## config.mk

```make
export PLATFORM = sky130hd
export DESIGN_NAME = mm_mult
export DESIGN_NICKNAME = d
export VERILOG_FILES = /design/src/rtl/assert_macros.svh /design/src/rtl/mm_pkg.sv /design/src/rtl/mm_mult.sv
export SDC_FILE = /design/constraint.sdc
export NUM_CORES = 2
export LEC_CHECK = 0
export BUFFER_PORTS_ARGS = -buffer_cell sky130_fd_sc_hd__buf_2
export CORE_ASPECT_RATIO = 0.9
export CORE_MARGIN = 1
export CORE_UTILIZATION = 60
export CTS_CLUSTER_SIZE = 20
export DETAILED_ROUTE_END_ITERATION = 7
export PLACE_DENSITY = 0.79
export SLEW_MARGIN = 20
export SYNTH_ARGS = -nofsm -noshare
export SYNTH_HDL_FRONTEND = slang
export SYNTH_SLANG_ARGS = --single-unit
export TNS_END_PERCENT = 50
```

## constraint.sdc

```tcl
create_clock -name clk -period 8.4 [get_ports clk]
set_input_delay 0.42 -clock clk [delete_from_list [all_inputs] [get_ports clk]]
set_output_delay 0.42 -clock clk [all_outputs]
set_load 0.1 [all_outputs]
```

## src/rtl/assert_macros.svh

```systemverilog
// Assertion macros for the RTL file that carries concurrent checks.
// Depends on nothing; included by bare file name.
`ifndef ASSERT_MACROS_SVH
`define ASSERT_MACROS_SVH

// Property that must hold at every rising edge outside reset.
`define MM_ASSERT_ALWAYS(lbl, clk, rst, prop, msg) \
  lbl: assert property (@(posedge clk) disable iff (rst) (prop)) else $error(msg);

// Same-cycle implication checked at every rising edge outside reset.
`define MM_ASSERT_IMPLIES(lbl, clk, rst, ante, cons, msg) \
  lbl: assert property (@(posedge clk) disable iff (rst) (ante) |-> (cons)) else $error(msg);

`endif

```

## src/rtl/mm_pkg.sv

```systemverilog
// Package for the modular multiplier: widths, stage counts and the
// record that travels down the reduction pipeline. Depends on nothing.
`default_nettype none

package mm_pkg;

  localparam int OPERAND_WIDTH  = 31;
  localparam int PROD_WIDTH     = 2 * OPERAND_WIDTH;
  localparam int BITS_PER_STAGE = 2;
  localparam int NUM_STAGES     = PROD_WIDTH / BITS_PER_STAGE;

  typedef logic [OPERAND_WIDTH-1:0] operand_t;
  typedef logic [PROD_WIDTH-1:0]    product_t;

  // Payload of one item inside the pipeline. The product shifts left as
  // its bits are consumed; rem holds the partial remainder so far.
  typedef struct packed {
    product_t prod;
    operand_t rem;
    operand_t modulus;
    logic     zero_mod;
  } mm_data_t;

endpackage

`default_nettype wire

```

## src/rtl/mm_mult.sv

```systemverilog
// First pipeline stage: forms the full double-width product and starts
// the reduction record. Depends on mm_pkg.
`default_nettype none

module mm_mult import mm_pkg::*; (
  input  wire logic     clk,
  input  wire logic     rst,
  input  wire logic     advance,
  input  wire logic     in_valid,
  input  wire operand_t multiplicand,
  input  wire operand_t multiplier,
  input  wire operand_t modulus,
  output logic          out_valid,
  output mm_data_t      out_data
);

  always_ff @(posedge clk) begin
    if (rst) begin
      out_valid <= 1'b0;
    end else if (advance) begin
      out_valid <= in_valid;
    end
  end

  always_ff @(posedge clk) begin
    if (advance) begin
      out_data.prod     <= product_t'(multiplicand) * product_t'(multiplier);
      out_data.rem      <= '0;
      out_data.modulus  <= modulus;
      out_data.zero_mod <= (modulus == '0);
    end
  end

endmodule

`default_nettype wire

```

# Yosys cells after proc, flatten, opt, wreduce, memory -nomap -nowiden

Index checks and enable logic that the tools add are counted.

Add/sub/neg operators: 0
Bitwise logic cells: 0
Divide/modulo/power cells: 0
Mux-type cells: 0
Equality and inequality tests: 0
$lt $le $gt $ge: 0
Shift operators: 0
Multiply operators: 1
Reduce and logical (&&, ||, !) cells: 1

Operator list:

| cell              | number |
|---|---|
| $mul A31 B31 Y62  | 1 |
| $logic_not A31 Y1 | 1 |

Logic and storage cells: 6
Memories kept: 0
Latch bits: 0
Input bits: 97
RAM bits: 0
Register bits: 95
ROM bits: 0
Output and inout bits: 126

# Depth between registers and ports, before layout

Depth after elaboration: 1
Mapped depth: 27
Gate-level depth less buffers: 25

# Worst setup path before layout

OpenSTA, ideal clock, no wires.

Kind: input -> register
Start: in multiplier[16]
End: reg out_data[122] in the netlist's numbering, data pin
Path buffers: 1
Arrival time: 6.645 ns
Library setup time: 0.259 ns
Data required time: 8.141 ns
Stages: 24
Setup slack: 1.496 ns
Cells stage by stage: clkbuf_1 > and2_1 > fa_1 > inv_1 > fa_1 > inv_1 > fa_1 > inv_1 > fa_1 > inv_1 > fa_1 > fa_1 > fa_1 > fa_1 > ha_1 > nand2_1 > or3_1 > nand2b_1 > a41oi_2 > a21oi_2 > a21oi_4 > a21o_1 > a41oi_2 > xnor2_1

Cells in the longest elaborated chain, start to end: 1

Ends and longest elaborated chain:

| item             | line          | text |
|---|---|---|
| from (decl)      | mm_mult.sv:11 | `input wire operand_t multiplier,` |
| $mul A31 B31 Y62 | mm_mult.sv:27 | `out_data.prod <= product_t'(multiplicand) * product_t'(multiplier);` |
| to (decl)        | mm_mult.sv:14 | `output mm_data_t out_data` |

No other way between the ends.
A chain may end at the register's enable or synchronous reset.

# Final worst setup path

Start: in multiplicand[15]
End: reg out_data[121] in the netlist's numbering, data pin

Cells in the longest elaborated chain, start to end: 1

Ends and longest elaborated chain:

| item             | line          | text |
|---|---|---|
| from (decl)      | mm_mult.sv:10 | `input wire operand_t multiplicand,` |
| $mul A31 B31 Y62 | mm_mult.sv:27 |  |

No other way between the ends.

==> metrics.yaml <==
dieArea_um2: 58600
final_nets: 4821
cts_buffer_depth: 2
rsz0062_at_grt: "false"
synth_most_common_cell: "fa_1"
grt_pass1_vias: 27374
htreeDepth: 3
synth_top_area_frac: 0.485
cp_max_fo: 31
synth_ff_type: "edfxtp_1"
min_to: "out_valid"
synth-edff-count: 94
ctsHoldBuffers: 0
hp-class: "in2reg"
setup_viol: 0
ctsResizeCount: 0
dp_hpwl_mm: 73.1
grt_max_degree: 76
worst_slew_pin_slew_ns: 0.940
synth_area_um2: 34600
hold_viol_final: 0
place_congestion: 0.975
drc_errors: 0
synth_top_cells_by_area: "fa_1 (48%), and2_1 (9.5%), ha_1 (9.2%)"
worstPathRequired_ns: 8.60
rrSetupSlack_ns: 7.82
ys_seq_area_frac: 0.0822
drv_cap: 0
io_buffers: 191
clkTransAtPathRegs_ns: 0.07
ioPinCount: 223
drive_gt1_frac: 0.0745
synth_cell_types: 74
skew_ns: 0
overflow: 0
synthArstFlopShare: 0
drtAntennaViolNets: 0
wl_per_cell_um: 20.4
nFillCells: 4646
r2r-end: "out_valid"
tns_ns: 0
grt_pass1_wl_mm: 145
wl_mm: 90.0
final_core_util: 0.633
fmax_mhz: 132
synth_area_leader_cell: "fa_1"
clk_latency_ns: 0.36
rows: 83
drt_first_pass_iters: 7
status: "completed"
fp.dieH_um: 230
yosysWarnings: 0
startpoint_type: "input pin"
antenna_found_initial: 3
area_growth_pct: 4.35
die_w_um: 255
cts-root-buf: "clkbuf_16"
start_util: 0.606
synth_area_per_cell_um2: 9.57
core_um2: 57000
viasPerCell: 5.63
rr_startpoint: "out_valid"
finalMaxSlewViolations: 0
drt_iter0_markers: 1766
period_needed_ns: 7.59
vias: 24802
fin_crit_sh: 0.904
reg2regPathDepth: 2
hold_start: "rst"
cts_tree: "done"
path_class: "in2reg"
post_cts_buffers: 0
end_kind: "flop"
synthCells: 3613
cts_sinks: 95
track_usage: 0.323
maxSlewHeadroom: 0.373
synth-seq-cells: 95
startpoint: "multiplicand[15]"
cts_inserted_buffers: 9
min_path_cells: 2
synth_common_cells: "fa_1 (837), inv_1 (778), and2_1 (523), nand2_1 (497), ha_1 (255)"
arrival_ns: 7.79
## per-stage QoR
stage               area [um2]  setup slack (ns)  instances  hold WS [ns]
floorplan                34700              1.50       3643         0.492
global placement         35800             0.661       4386         0.472
detailed placement       35800             0.533       4386         0.489
CTS                      36100             0.866       4402         0.197
global route             36100             0.542       4403         0.201
finish                   36100             0.808       4403         0.208
## sequential cells by signal (all words and copies together), names as in the netlist
| register | count |
|---|---|
| out_valid | 1 |
| out_data | 94 |
## logic make-up after synthesis
group	Yosys count	synth area share
buffers and inverters	1018	0.114
other	1	0.000108
AOI/OAI and AO/OA	203	0.0411
adders and majority gates	1092	0.577
and+or+nand+nor	1141	0.169
DFF	95	0.0822
muxes	4	0.00130
xor gates and xnor gates	59	0.0149
## worst max path at each step
stage | end | slack, ns | cells past startpoint
2_1_floorplan | out_data[122] | 1.50 | 24
3_5_place_dp | out_data[124] | 0.53 | 22
5_1_grt | out_data[124] | 0.54 | 23
3_3_place_gp | out_data[123] | 0.66 | 23
4_1_cts | out_data[124] | 0.87 | 22
6_report | out_data[121] | 0.81 | 22
## placed cells by master (no fill, tap or decap), drive strengths merged, types with 5 or more instances in the layout
master  instances
a211oi          8
a21o           33
a21oi          73
and2          523
and3            8
buf           218
clkbuf          9
conb           31
edfxtp         94
fa            837
ha            255
inv           781
nand2         498
nand2b          6
nand3          15
nand4          17
nor2           36
nor2b           6
nor3            6
nor3b           5
nor4           11
o211ai          5
o21ai          40
o21bai         16
xnor2          35
xor2           24
## cell type report
cell class              instances  area, um2  share of cell area
diodes                          1       2.50           0.0000694
clock buffers                   9        225             0.00624
clock inverters                 7       76.3             0.00212
inverters                     778       2920              0.0809
multi-input cells            2530      27900               0.773
flip-flops and latches         95       2840              0.0788
well taps                     765        957              0.0265
repair buffers                218       1160              0.0322
## routing by layer
| metal | track usage | vias up | part of all wire |
|---|---|---|---|
| met5 | 0 | - | 0.00030 |
| met4 | 0.162 | 4 | 0.056 |
| met3 | 0.0557 | 276 | 0.080 |
| met2 | 0.548 | 1169 | 0.50 |
| met1 | 0.397 | 12778 | 0.36 |
| li1 | - | 10575 | - |
## critical path: stages
cell and delay [ns]:
buf_2 0.63, and2_1 0.26, fa_1 0.45, fa_1 0.54, inv_1 0.05, fa_1 0.55, fa_1 0.46, fa_1 0.55
inv_1 0.05, fa_1 0.45, fa_1 0.51, fa_1 0.41, ha_1 0.40, a21oi_1 0.25, o21bai_1 0.09, a21oi_1 0.16
o21ai_0 0.14, a221oi_1 0.43, o21ai_4 0.16, a21oi_2 0.30, mux2_4 0.34, a211oi_2 0.15
Power is not shown: default switching activity piles up to over one toggle a cycle in this logic, so the estimate is an artifact.
