$ cat src/rtl/assert_macros.svh
// Assertion macros for the RTL file that carries concurrent checks.
// Depends on nothing; included by bare file name.
`ifndef ASSERT_MACROS_SVH
`define ASSERT_MACROS_SVH

// Property that must hold at every rising edge outside reset.
`define MM_ASSERT_ALWAYS(lbl, clk, rst, prop, msg) \
  lbl: assert property (@(posedge clk) disable iff (rst) (prop)) else $error(msg);

// Same-cycle implication checked at every rising edge outside reset.
`define MM_ASSERT_IMPLIES(lbl, clk, rst, ante, cons, msg) \
  lbl: assert property (@(posedge clk) disable iff (rst) (ante) |-> (cons)) else $error(msg);

`endif

$ cat src/rtl/mm_pkg.sv
// Package for the modular multiplier: widths, stage counts and the
// record that travels down the reduction pipeline. Depends on nothing.
`default_nettype none

package mm_pkg;

  localparam int OPERAND_WIDTH  = 31;
  localparam int PROD_WIDTH     = 2 * OPERAND_WIDTH;
  localparam int BITS_PER_STAGE = 2;
  localparam int NUM_STAGES     = PROD_WIDTH / BITS_PER_STAGE;

  typedef logic [OPERAND_WIDTH-1:0] operand_t;
  typedef logic [PROD_WIDTH-1:0]    product_t;

  // Payload of one item inside the pipeline. The product shifts left as
  // its bits are consumed; rem holds the partial remainder so far.
  typedef struct packed {
    product_t prod;
    operand_t rem;
    operand_t modulus;
    logic     zero_mod;
  } mm_data_t;

endpackage

`default_nettype wire

$ cat src/rtl/mm_reduce_stage.sv
// One stage of the restoring remainder pipeline: shifts BITS_PER_STAGE
// product bits into the partial remainder, subtracting the modulus when
// it fits. Depends on mm_pkg.
`default_nettype none

module mm_reduce_stage import mm_pkg::*; (
  input  wire logic     clk,
  input  wire logic     rst,
  input  wire logic     advance,
  input  wire logic     in_valid,
  input  wire mm_data_t in_data,
  output logic          out_valid,
  output mm_data_t      out_data
);

  mm_data_t data_next;

  always_comb begin
    logic [OPERAND_WIDTH:0] trial;
    data_next = in_data;
    for (int i = 0; i < BITS_PER_STAGE; i++) begin
      trial = {data_next.rem, data_next.prod[PROD_WIDTH-1]};
      if (trial >= {1'b0, data_next.modulus}) begin
        trial = trial - {1'b0, data_next.modulus};
      end
      data_next.rem  = trial[OPERAND_WIDTH-1:0];
      data_next.prod = {data_next.prod[PROD_WIDTH-2:0], 1'b0};
    end
  end

  always_ff @(posedge clk) begin
    if (rst) begin
      out_valid <= 1'b0;
    end else if (advance) begin
      out_valid <= in_valid;
    end
  end

  always_ff @(posedge clk) begin
    if (advance) begin
      out_data <= data_next;
    end
  end

endmodule

`default_nettype wire

$ cat config.mk
export PLATFORM = sky130hd
export DESIGN_NAME = mm_reduce_stage
export DESIGN_NICKNAME = d
export VERILOG_FILES = /design/src/rtl/assert_macros.svh /design/src/rtl/mm_pkg.sv /design/src/rtl/mm_reduce_stage.sv
export SDC_FILE = /design/constraint.sdc
export NUM_CORES = 1
export LEC_CHECK = 0
export ABC_AREA = 1
export BUFFER_PORTS_ARGS = -buffer_cell sky130_fd_sc_hd__buf_2
export CAP_MARGIN = 25
export CORE_MARGIN = 1
export CORE_UTILIZATION = 45
export DETAILED_ROUTE_END_ITERATION = 10
export PLACE_DENSITY = 0.7
export SYNTH_ARGS = -nofsm -noshare
export SYNTH_HDL_FRONTEND = slang
export SYNTH_SLANG_ARGS = --single-unit
$ cat constraint.sdc
create_clock -name clk -period 8.41 [get_ports clk]
set_input_delay 0.841 -clock clk [delete_from_list [all_inputs] [get_ports clk]]
set_output_delay 0.841 -clock clk [all_outputs]
set_load 0.005 [all_outputs]
* Yosys cells after proc, flatten, opt, wreduce, memory -nomap -nowiden *
Index checks and enable logic that the tools add are counted.

cells by class
  magnitude comparators = 2
  mux-type cells = 2
  $add $sub $neg = 2

operators by type and width
  cell            number
  $ge 32x31->1    2
  $mux 31         2
  $sub 31x31->31  2

storage, ports and cells
  output and inout bits = 126
  register bits = 124
  logic and storage cells = 11
  bits of input ports = 129

* Longest topological paths before layout *
  depth after elaboration = 4
  mapped depth = 33
  depth with buffers taken out = 31

* Worst setup path after synthesis *
Ideal clock, no wire load.

  path kind = input-to-reg
  start point = input port in_data[124] (netlist name)
  end point = register out_data[48] (netlist name) (data pin)
  path buffers = 2
  stages = 30
  required time = 8157 ps
  slack = 4052 ps
  arrival = 4105 ps
  library setup time = 253 ps
  path through = inv_1 > ha_1 > inv_1 > fa_1 > nand3_1 > nand3_1 > nand2_1 > nand2_1 > nand2_1 > nand3_2 > nand2_4 > nand2_4 > inv_2 > buf_2 > nand2_1 > nand2_1 > ha_1 > nand2_1 > inv_1 > a21oi_1 > nand2_1 > a21oi_1 > nand3_1 > nand2_1 > nand2_1 > nand2_1 > nand3_2 > buf_4 > nand2_1 > nand2_1

RTL lines
  what                  line                   RTL
  start, declared       mm_reduce_stage.sv:11  input wire mm_data_t in_data,
  end signal, assigned  mm_reduce_stage.sv:41  out_data <= data_next;
  end, declared         mm_reduce_stage.sv:13  output mm_data_t out_data

==> impl_metrics.yaml <==
die:
  io_pins: 255
  die_h_um: 144
  die_area_um2: 20800
  core_um2: 19700
  start_util: 0.463
  die_w_um: 144
  placementRows: 51
global_route:
  overflow: 0
  antenna_found_initial: 0
  grt_pass1_wl_mm: 42.3
  grt_busiest_layer: "met2"
  track_usage: 0.270
  gr-usage-met2: 0.432
  grt_max_degree: 79
  grt.met3_usage: 0.0500
  grt_use_met1: 0.362
  grt_pass1_vias: 8174
clocking:
  clock_path_buffers: 2
  cts_tree: "done"
  cts.repair.resized: 0
  cts_num_sinks: 124
  holdBufCountCts: 0
  clkLatencyLatePin_ns: 0.41
  root_buffer: "clkbuf_16"
  clk_pin_slew_worst_paths_ns: 0.06
  numCtsBuffers: 17
  h-tree-depth: 4
  cts_setup_buffers: 0
drt:
  post_drt_wl_per_cell_um: 16.1
  drt_wl_total_mm: 27.8
  remaining_drc_errors: 0
  vias: 8764
  drt-initial-drc-count: 637
  drt_pass1_iterations: 8
  ant_nets: 0
  drt-vias-per-instance: 5.06
placed_design:
  dpl_worst_slack_ns: 2.42
  io_buffers: 252
  gp_congestion: 0.984
  dpl.hpwl_mm: 23.1
pwr:
  power.total_mw: 2.44
  switchingPower_mw: 0.837
  p_per_area_nw_per_um2: 217
  pwr-share-seq: 0.333
  combPwrFrac: 0.346
  cellLeakagePower_nw: 5.84
  p_clk_frac: 0.321
  p_sw_frac: 0.343
  intPower_mw: 1.60
  ir_worst_vdd_uv: 105
critical_path:
  cp.required_ns: 8.57
  crit_buf_inv: 6
  cp_max_fo: 34
  critPathKind: "primary input to flip-flop"
  arrival_ns: 5.76
  cp_slowest_cell: "nand3_2"
  critPathTopFamily: "simple AND/OR/NAND/NOR gates"
  end_kind: "flip-flop"
  startpoint_type: "primary input"
  cpMostUsedCell: "nand2_1"
  critical-path-max-stage-delay_ns: 0.57
synth:
  synth.distinct_cells: 42
  yosys-top-cells-area: "edfxtp_1 (41%), nand2_1 (17%), ha_1 (8.5%)"
  synth.largest_area_cell: "edfxtp_1"
  synth-seq-cells: 124
  synth_top_area_frac: 0.406
  syn_avg_cell_area_um2: 7.60
  postSynthCellCount: 1197
  synth_area_um2: 9090
  ys_seq_area_frac: 0.408
  synth_warnings: 0
timing:
  hold_viol_final: 0
  rsz0062_at_grt: "no"
  layout_setup_ws_ns: 2.81
  fin_crit_sh: 0.666
  fin_worst_skew_ns: 0
  fin_crit_ns: 5.60
  worst_pin_slew_ns: 0.968
  tns_ns: 0
  timing.fmax_mhz: 178
  final_max_slew_viol_count: 0
  setup_viol: 0
  slew_headroom: 0.355
run_status:
  status: "finished, final reports clean"
run:
  drv_cap: 0
finish:
  area_growth_pct: 23.5
  final_nets: 1647
  utilization: 0.572
  n_antenna_cell: 0
  drive_gt1_frac: 0.215
hold_path:
  min_path_type: "flip-flop to flip-flop"
==> synthesized netlist by cell type (all sizes together) <==
cell type,instances
nand2,429
inv,195
edfxtp,123
nand3,90
nor2,83
ha,62
a21oi,58
nand4,31
o21ai,18
buf,17
xnor2,16
xor2,16
o21bai,14
nand3b,11
nor3,9
and2,5
a21boi,4
o21a,3
a21o,2
fa,2
or2,2
a31oi,1
clkinv,1
conb,1
dfxtp,1
mux2i,1
nor3b,1
o211ai,1
==> layout by cell type (no fill, tap or decap), drive strengths merged <==
cell        n
o211ai      1
a31oi       1
nor3b       1
buf       254
nand4      31
o21bai     14
nor2       83
a21oi      58
mux2i       1
o21a        3
nand2     429
or2         2
fa          2
a21boi      4
edfxtp    123
clkinvlp    2
clkbuf     18
bufinv      4
nor3        9
a21o        2
and2        5
xnor2      16
conb        2
xor2       16
clkinv      3
nand3      90
ha         62
o21ai      18
inv       201
dfxtp       1
nand3b     11
==> final timing paths <==
path | startpoint | to | cells after the start | slack, ns
worst max register to register | out_valid | out_valid | 2 | 7.82
worst min-delay path | out_valid | out_valid | 2 | 0.51
worst max-delay path | in_data[124] | out_data[50] | 30 | 2.81
worst min register to register | out_valid | out_valid | 2 | 0.51
==> worst min-delay path, delay by kind of cell, from the launching register on <==
kind | cells | cell delay [ns]
flip-flops | 1 | 0.33
AND/OR/NAND/NOR | 1 | 0.08
multiplexers | 1 | 0.07
==> cell type report <==
class	instances	area [µm²]
clock inverters	14	205
repair buffers	254	1280
clock buffers	18	429
multi-input cells	861	4540
fillers	1892	8420
flip-flops and latches	124	3710
inverters	196	737
well taps	265	332
==> sequential cells by signal, indices dropped and copies added (netlist names) <==
name,flops
out_data,123
out_valid,1
==> routing by layer <==
metal	vias to the layer above	routed length, µm
met1	3922	12000
li1	4401	-
met4	0	817
met3	42	2580
met2	399	12400
met5	-	0
==> power groups by stage <==
stage               sequential, mW  clock, mW  combinational, mW
finish                       0.812      0.783              0.844
global route                 0.820      0.824              0.951
CTS                          0.813      0.802              0.835
detailed placement           0.826          0              0.831
global placement             0.825          0              0.828
floorplan                    0.838          0              0.536
==> cell families after synthesis <==
group	share of synthesized area
buffers and inverters	0.0929
multiplexers	0.00110
flip-flops	0.408
AND/OR/NAND/NOR	0.313
adder cells (fa/ha/maj)	0.0897
other	0.000412
AO/OA/AOI/OAI	0.0636
XOR/XNOR	0.0308
==> through the flow <==
stage | instances | hold WS, ns | instance area (µm²)
floorplan | 1198 | 0.485 | 9100
global placement | 1700 | 0.472 | 10600
detailed placement | 1700 | 0.502 | 10600
CTS | 1732 | 0.513 | 11200
global route | 1732 | 0.538 | 11200
finish | 1732 | 0.512 | 11200
No activity file was read; power rests on OpenSTA's default activity.
