<file path="src/rtl/assert_macros.svh">
// Assertion macros for the RTL file that carries concurrent checks.
// Depends on nothing; included by bare file name.
`ifndef ASSERT_MACROS_SVH
`define ASSERT_MACROS_SVH

// Property that must hold at every rising edge outside reset.
`define MM_ASSERT_ALWAYS(lbl, clk, rst, prop, msg) \
  lbl: assert property (@(posedge clk) disable iff (rst) (prop)) else $error(msg);

// Same-cycle implication checked at every rising edge outside reset.
`define MM_ASSERT_IMPLIES(lbl, clk, rst, ante, cons, msg) \
  lbl: assert property (@(posedge clk) disable iff (rst) (ante) |-> (cons)) else $error(msg);

`endif

</file>
<file path="src/rtl/mm_pkg.sv">
// Package for the modular multiplier: widths, stage counts and the
// record that travels down the reduction pipeline. Depends on nothing.
`default_nettype none

package mm_pkg;

  localparam int OPERAND_WIDTH  = 31;
  localparam int PROD_WIDTH     = 2 * OPERAND_WIDTH;
  localparam int BITS_PER_STAGE = 2;
  localparam int NUM_STAGES     = PROD_WIDTH / BITS_PER_STAGE;

  typedef logic [OPERAND_WIDTH-1:0] operand_t;
  typedef logic [PROD_WIDTH-1:0]    product_t;

  // Payload of one item inside the pipeline. The product shifts left as
  // its bits are consumed; rem holds the partial remainder so far.
  typedef struct packed {
    product_t prod;
    operand_t rem;
    operand_t modulus;
    logic     zero_mod;
  } mm_data_t;

endpackage

`default_nettype wire

</file>
<file path="src/rtl/mm_out_buf.sv">
// Output register with a one-entry skid stage, so the pipeline moves on a
// registered condition rather than on the downstream ready. Depends on mm_pkg.
`default_nettype none

module mm_out_buf import mm_pkg::*; (
  input  wire logic     clk,
  input  wire logic     rst,
  input  wire logic     push,
  input  wire mm_data_t push_data,
  output logic          skid_full,
  output logic          out_valid,
  input  wire logic     out_ready,
  output operand_t      remainder,
  output logic          zero_modulus
);

  operand_t skid_rem;
  logic     skid_zero;
  operand_t push_rem;

  // A zero modulus leaves garbage in the partial remainder; force it to zero.
  assign push_rem = push_data.zero_mod ? '0 : push_data.rem;

  always_ff @(posedge clk) begin
    if (rst) begin
      out_valid <= 1'b0;
      skid_full <= 1'b0;
    end else if (skid_full) begin
      if (out_ready) begin
        skid_full <= 1'b0;
      end
    end else if (push) begin
      if (out_valid && !out_ready) begin
        skid_full <= 1'b1;
      end else begin
        out_valid <= 1'b1;
      end
    end else if (out_ready) begin
      out_valid <= 1'b0;
    end
  end

  always_ff @(posedge clk) begin
    if (skid_full) begin
      if (out_ready) begin
        remainder    <= skid_rem;
        zero_modulus <= skid_zero;
      end
    end else if (push) begin
      if (out_valid && !out_ready) begin
        skid_rem  <= push_rem;
        skid_zero <= push_data.zero_mod;
      end else begin
        remainder    <= push_rem;
        zero_modulus <= push_data.zero_mod;
      end
    end
  end

endmodule

`default_nettype wire

</file>
<file path="config.mk">
export PLATFORM = sky130hd
export DESIGN_NAME = mm_out_buf
export DESIGN_NICKNAME = d
export VERILOG_FILES = /design/src/rtl/assert_macros.svh /design/src/rtl/mm_pkg.sv /design/src/rtl/mm_out_buf.sv
export SDC_FILE = /design/constraint.sdc
export NUM_CORES = 1
export LEC_CHECK = 0
export ABC_CLOCK_PERIOD_IN_PS = 4400
export BUFFER_PORTS_ARGS = -buffer_cell sky130_fd_sc_hd__buf_2
export CORE_MARGIN = 10
export CORE_UTILIZATION = 35
export DETAILED_ROUTE_END_ITERATION = 8
export HOLD_SLACK_MARGIN = 0.12
export MAX_ROUTING_LAYER = met4
export PLACE_DENSITY = 0.67
export SYNTH_ARGS = -nofsm -noshare
export SYNTH_HDL_FRONTEND = slang
export SYNTH_SLANG_ARGS = --single-unit
</file>
<file path="constraint.sdc">
create_clock -name clk -period 4.4 [get_ports clk]
set_clock_uncertainty 0.15 [all_clocks]
set_input_delay 0.22 -clock clk [delete_from_list [all_inputs] [get_ports clk]]
set_output_delay 0.22 -clock clk [all_outputs]
set_load 0.02 [all_outputs]
</file>
# --- After elaboration in Yosys (flattened, before gate mapping) ---
# Cells that the tools add are included.
totals:
  in_bits: 129
  register_bits: 66
classes:
  muxes: 16
  reduce_logical: 7
  n_bitwise: 1
  eq_ne: 3
ops:
  columns: ["op", "count"]
  rows:
  - ["$mux W31", 5]
  - ["$mux W1", 11]
  - ["$reduce_and A3 Y1", 3]
  - ["$ne A2 B2 Y1 const B", 2]
  - ["$reduce_bool A2 Y1", 2]
  - ["$ne A2 B1 Y1 const B", 1]
  - ["$logic_and A1 B1 Y1", 1]
  - ["$logic_not A1 Y1", 1]
  - ["$not A1 Y1", 1]

# --- Depth between registers and ports, before layout ---
logic_depth:
  word_depth: 5
  depth_mapped: 4
  depth_no_buf: 2

# --- Worst setup path before layout ---
# OpenSTA, ideal clock, no wires.
synth_timing:
  path_kind: "register -> register"
  from: "register skid_full"
  to: "register skid_rem[0] (enable)"
  arrival_ps: 2920
  path_stages_with_launch: 4
  n_path_buf: 2
  setup_ps: 461
  slack_ps: 869
  cell_sequence: "dfxtp_1 buf_6 buf_6 nor3_1"
synth_via:
  elab_chain_cells: 2
synth_rtl:
  columns: ["element", "line", "rtl"]
  rows:
  - ["start: declaration", "mm_out_buf.sv:10", "output logic skid_full,"]
  - ["start signal: assignment", "mm_out_buf.sv:27", "skid_full <= 1'b0;"]
  - ["start signal: assignment", "mm_out_buf.sv:30", "skid_full <= 1'b0;"]
  - ["start signal: assignment", "mm_out_buf.sv:34", "skid_full <= 1'b1;"]
  - ["$not A1 Y1 (no line)", null, null]
  - ["$reduce_and A3 Y1 (no line)", null, null]
  - ["end signal: assignment", "mm_out_buf.sv:51", "skid_rem <= push_rem;"]
  - ["end: declaration", "mm_out_buf.sv:17", "operand_t skid_rem;"]
# No other way between the ends.
# A chain may end at the register's enable or synchronous reset.

# --- Worst setup path in the final report ---
layout_timing:
  from: "register skid_full"
  to: "register zero_modulus (enable)"
layout_via:
  elab_chain_cells: 2
  elab_cells_between_ends: 4
  classes_between: "eq/ne (2); reduce/logical (2)"
layout_rtl:
  columns: ["element", "line", "rtl"]
  rows:
  - ["$ne A2 B1 Y1 (no line) (tied with other cells)", null, null]
  - ["$reduce_and A3 Y1 (no line) (*)", null, null]
  - ["end signal: assignment", "mm_out_buf.sv:47", "zero_modulus <= skid_zero;"]
  - ["end signal: assignment", "mm_out_buf.sv:55", "zero_modulus <= push_data.zero_mod;"]
  - ["end: declaration", "mm_out_buf.sv:14", "output logic zero_modulus"]
# Every way passes the cells marked *; elsewhere a longest branch is shown, timed or not.

==> impl_metrics.yaml <==
clock_tree:
  clock_path_buffers: 2
  insertion_delay_ns: 0.33
  cts_root_buf: "clkbuf_8"
  cts_sinks: 66
  path_clk_slew_ns: 0.06
  cts_tree: "yes"
  cts_setup_buffers: 0
  h-tree-depth: 3
  numCtsBuffers: 9
place:
  place_congestion: 0.6356
  postPlaceCellArea_sq_um: 3080
  port_buffers: 69
  dp_hpwl_mm: 3.290
  place_inst: 308
global_route:
  grt_pass1_vias: 1779
  grt_pass1_wl_mm: 8.873
  grt_antenna_before_repair: 0
  grt_max_degree: 40
  grt.overflow.total: 0
  groute.usage.overall: 0.1020
sta:
  setup_viol: 0
  hold_slack_ns: 0.1223
  period_needed_ns: 2.274
  drv_slew: 0
  slew_headroom: 0.3781
  clock.fmax_ghz: 0.4398
  hold_viol: 0
  fin_crit_sh: 0.5167
  fin_tns_setup_ns: 0
  rsz0062_at_grt: "no"
  tightest_slew_ns: 0.9329
synthesis:
  synth-edff-count: 64
  synthTopCellsByCount: "edfxtp_1 (64), mux2_2 (32), nor2b_1 (22), nor2b_2 (9)"
  synth_seq_cells: 66
  synth.avg_cell_area_sq_um: 18.20
  netlist_instances: 146
  synthArstFlopShare: 0
  synthDominantCellAreaShare: 0.7232
  yosysSeqAreaShare: 0.7382
  ys_types: 17
  synth.net_count: 275
  synth_most_common_cell: "edfxtp_1"
  synth_area_leaders: "edfxtp_1 (72%), mux2_2 (14%), nor2b_1 (5.2%), nor2b_2 (3.0%), dfxtp_1 (1.5%)"
  synth_area_sq_um: 2658
  yosys_warnings: 0
  synth_top_cell_by_area: "edfxtp_1"
  synthFlopType: "edfxtp_1"
layout:
  fill_cells: 653
  layoutNonFillerInstCount: 357
  final_area_sq_um: 3590
  drive_above_1_share: 0.4864
  fin_nets: 382
  area_growth_pct: 35.08
  multi_input_area_sq_um: 636.9
  layout.area.seq_sq_um: 1963
floorplan:
  die_w_um: 107.1
  initial_core_util: 0.3625
  rows: 31
  die-area_sq_um: 11480
  coreArea_sq_um: 7331
  die_y_um: 107.1
  boundaryPins: 163
setup_path:
  cp-start-kind: "flop"
  crit_path_max_incr_delay_ns: 0.94
  critPathCapture: "zero_modulus"
  path_buf_inv: 0
  slowest_stage: "dfxtp_2"
  r2r_cells: 1
  regToRegSetupSlack_ns: 2.13
  worstReg2RegStart: "skid_full"
  crit_required_ns: 4.20
  r2r_end: "zero_modulus"
  startpoint: "skid_full"
  crit_chain: "o22a_2"
  cp.depth: 1
  crit_path_max_fanout: 39
  critPathTopFamily: "flip-flops"
  crit_type: "flop to flop"
  worstPathArrival_ns: 2.08
  endpoint_kind: "flop"
power:
  p_sw_frac: 0.2213
  p_int_w: 0.001061
  ir_drop_mv: 0.2341
  netSwitchingPower_w: 0.0003014
  p_leak_nw: 1.390
  p_per_area_nw_per_um2: 379.5
  seqPwrFrac: 0.545
  power_frac_comb: 0.114
  clockPowerShare: 0.341
routing:
  drt_iter0_drc: 56
  finalWirelength_mm: 5.464
  vias_per_cell: 4.384
  wire_per_inst_um: 15.31
  ant_nets: 0
  vias: 1565
  dr.pass1.iters: 4
  drcViolationCount: 0
outcome:
  status: "finished clean"
flow_run:
  maxCapViolCount: 0
worst_hold_path:
  holdCritPathClass: "input pin to flop"
## how the worst min path moves through the flow
stage / from / endpoint / depth (start not counted)
after CTS: push_data[41] / skid_rem[9] / 2
final: push_data[41] / skid_rem[9] / 2
after detailed placement: rst / skid_full / 2
after global routing: push_data[41] / skid_rem[9] / 2
after global placement: rst / skid_full / 2
after floorplan: rst / skid_full / 1
## flip-flops by register name, summed over array words and instances (netlist names)
| name | count |
|---|---|
| remainder | 31 |
| skid_rem | 31 |
| out_valid | 1 |
| skid_full | 1 |
| skid_zero | 1 |
| zero_modulus | 1 |
## metal layers
| layer | global-route usage | up-vias | part of all wire |
|---|---|---|---|
| li1 | - | 758 | - |
| met2 | 0.1540 | 50 | 0.48 |
| met5 | - | - | 0 |
| met4 | 0.05319 | 0 | 0.015 |
| met1 | 0.1165 | 750 | 0.43 |
| met3 | 0.03713 | 7 | 0.073 |
## layout by cell type, fill, tap and decap left out
| master | n |
|---|---|
| buf_2 | 69 |
| edfxtp_1 | 64 |
| dlygate4sd3_1 | 33 |
| mux2_2 | 32 |
| nor2b_1 | 22 |
| nor2b_2 | 9 |
| clkbuf_8 | 9 |
| clkbuf_1 | 3 |
| diode_2 | 1 |
| nor2_1 | 1 |
| o22a_2 | 1 |
| nand2_1 | 1 |
| nor3_2 | 1 |
| and2b_1 | 1 |
| a21oi_1 | 1 |
| nor3_1 | 1 |
| inv_1 | 1 |
| nand2b_1 | 1 |
| o32ai_1 | 1 |
| clkinvlp_4 | 1 |
| bufinv_16 | 1 |
| clkinv_1 | 1 |
| dfxtp_1 | 1 |
| buf_4 | 1 |
| dfxtp_2 | 1 |
## power by group through the flow
| stage | Combinational [W] | Sequential (W) | Clock [W] |
|---|---|---|---|
| after global routing | 0.000171 | 0.000745 | 0.000506 |
| after floorplan | 0.0000539 | 0.000786 | 0 |
| after detailed placement | 0.000135 | 0.000756 | 0 |
| after CTS | 0.000158 | 0.000743 | 0.000485 |
| final | 0.000155 | 0.000742 | 0.000465 |
| after global placement | 0.000134 | 0.000755 | 0 |
## through the flow
step                 power, W  setup WS [ns]  utilization
floorplan           0.0008401         0.8689            -
global placement    0.0008888          2.058       0.4202
detailed placement  0.0008919          2.046       0.4202
CTS                  0.001386          2.033       0.4893
global route         0.001422          1.931       0.4893
finish               0.001362          2.126       0.4897
## final cells by class
class,instances,share of cell area
Antenna cell,1,0.0006971
Clock buffer,12,0.03764
Clock inverter,3,0.01150
Inverter,1,0.001046
Multi-Input combinational cell,72,0.1774
Sequential cell,66,0.5469
Tap cell,99,0.03451
Timing Repair Buffer,103,0.1903
## what timing repair did
action,4_1_cts,5_1_grt
endpoints found under the hold margin,32,0
hold buffers,33,0
gates resized for setup,0,0
## cells by family (layout without fill, tap and decap cells)
group	after synthesis	in the layout	share of synthesized area
flip-flops	66	66	0.7382
AND/OR/NAND/NOR	37	37	0.09322
multiplexers	32	32	0.1356
buffers and inverters	8	119	0.02448
AO/OA/AOI/OAI	3	3	0.008474
other	0	1	0
Power figures use the tool's default switching activity.
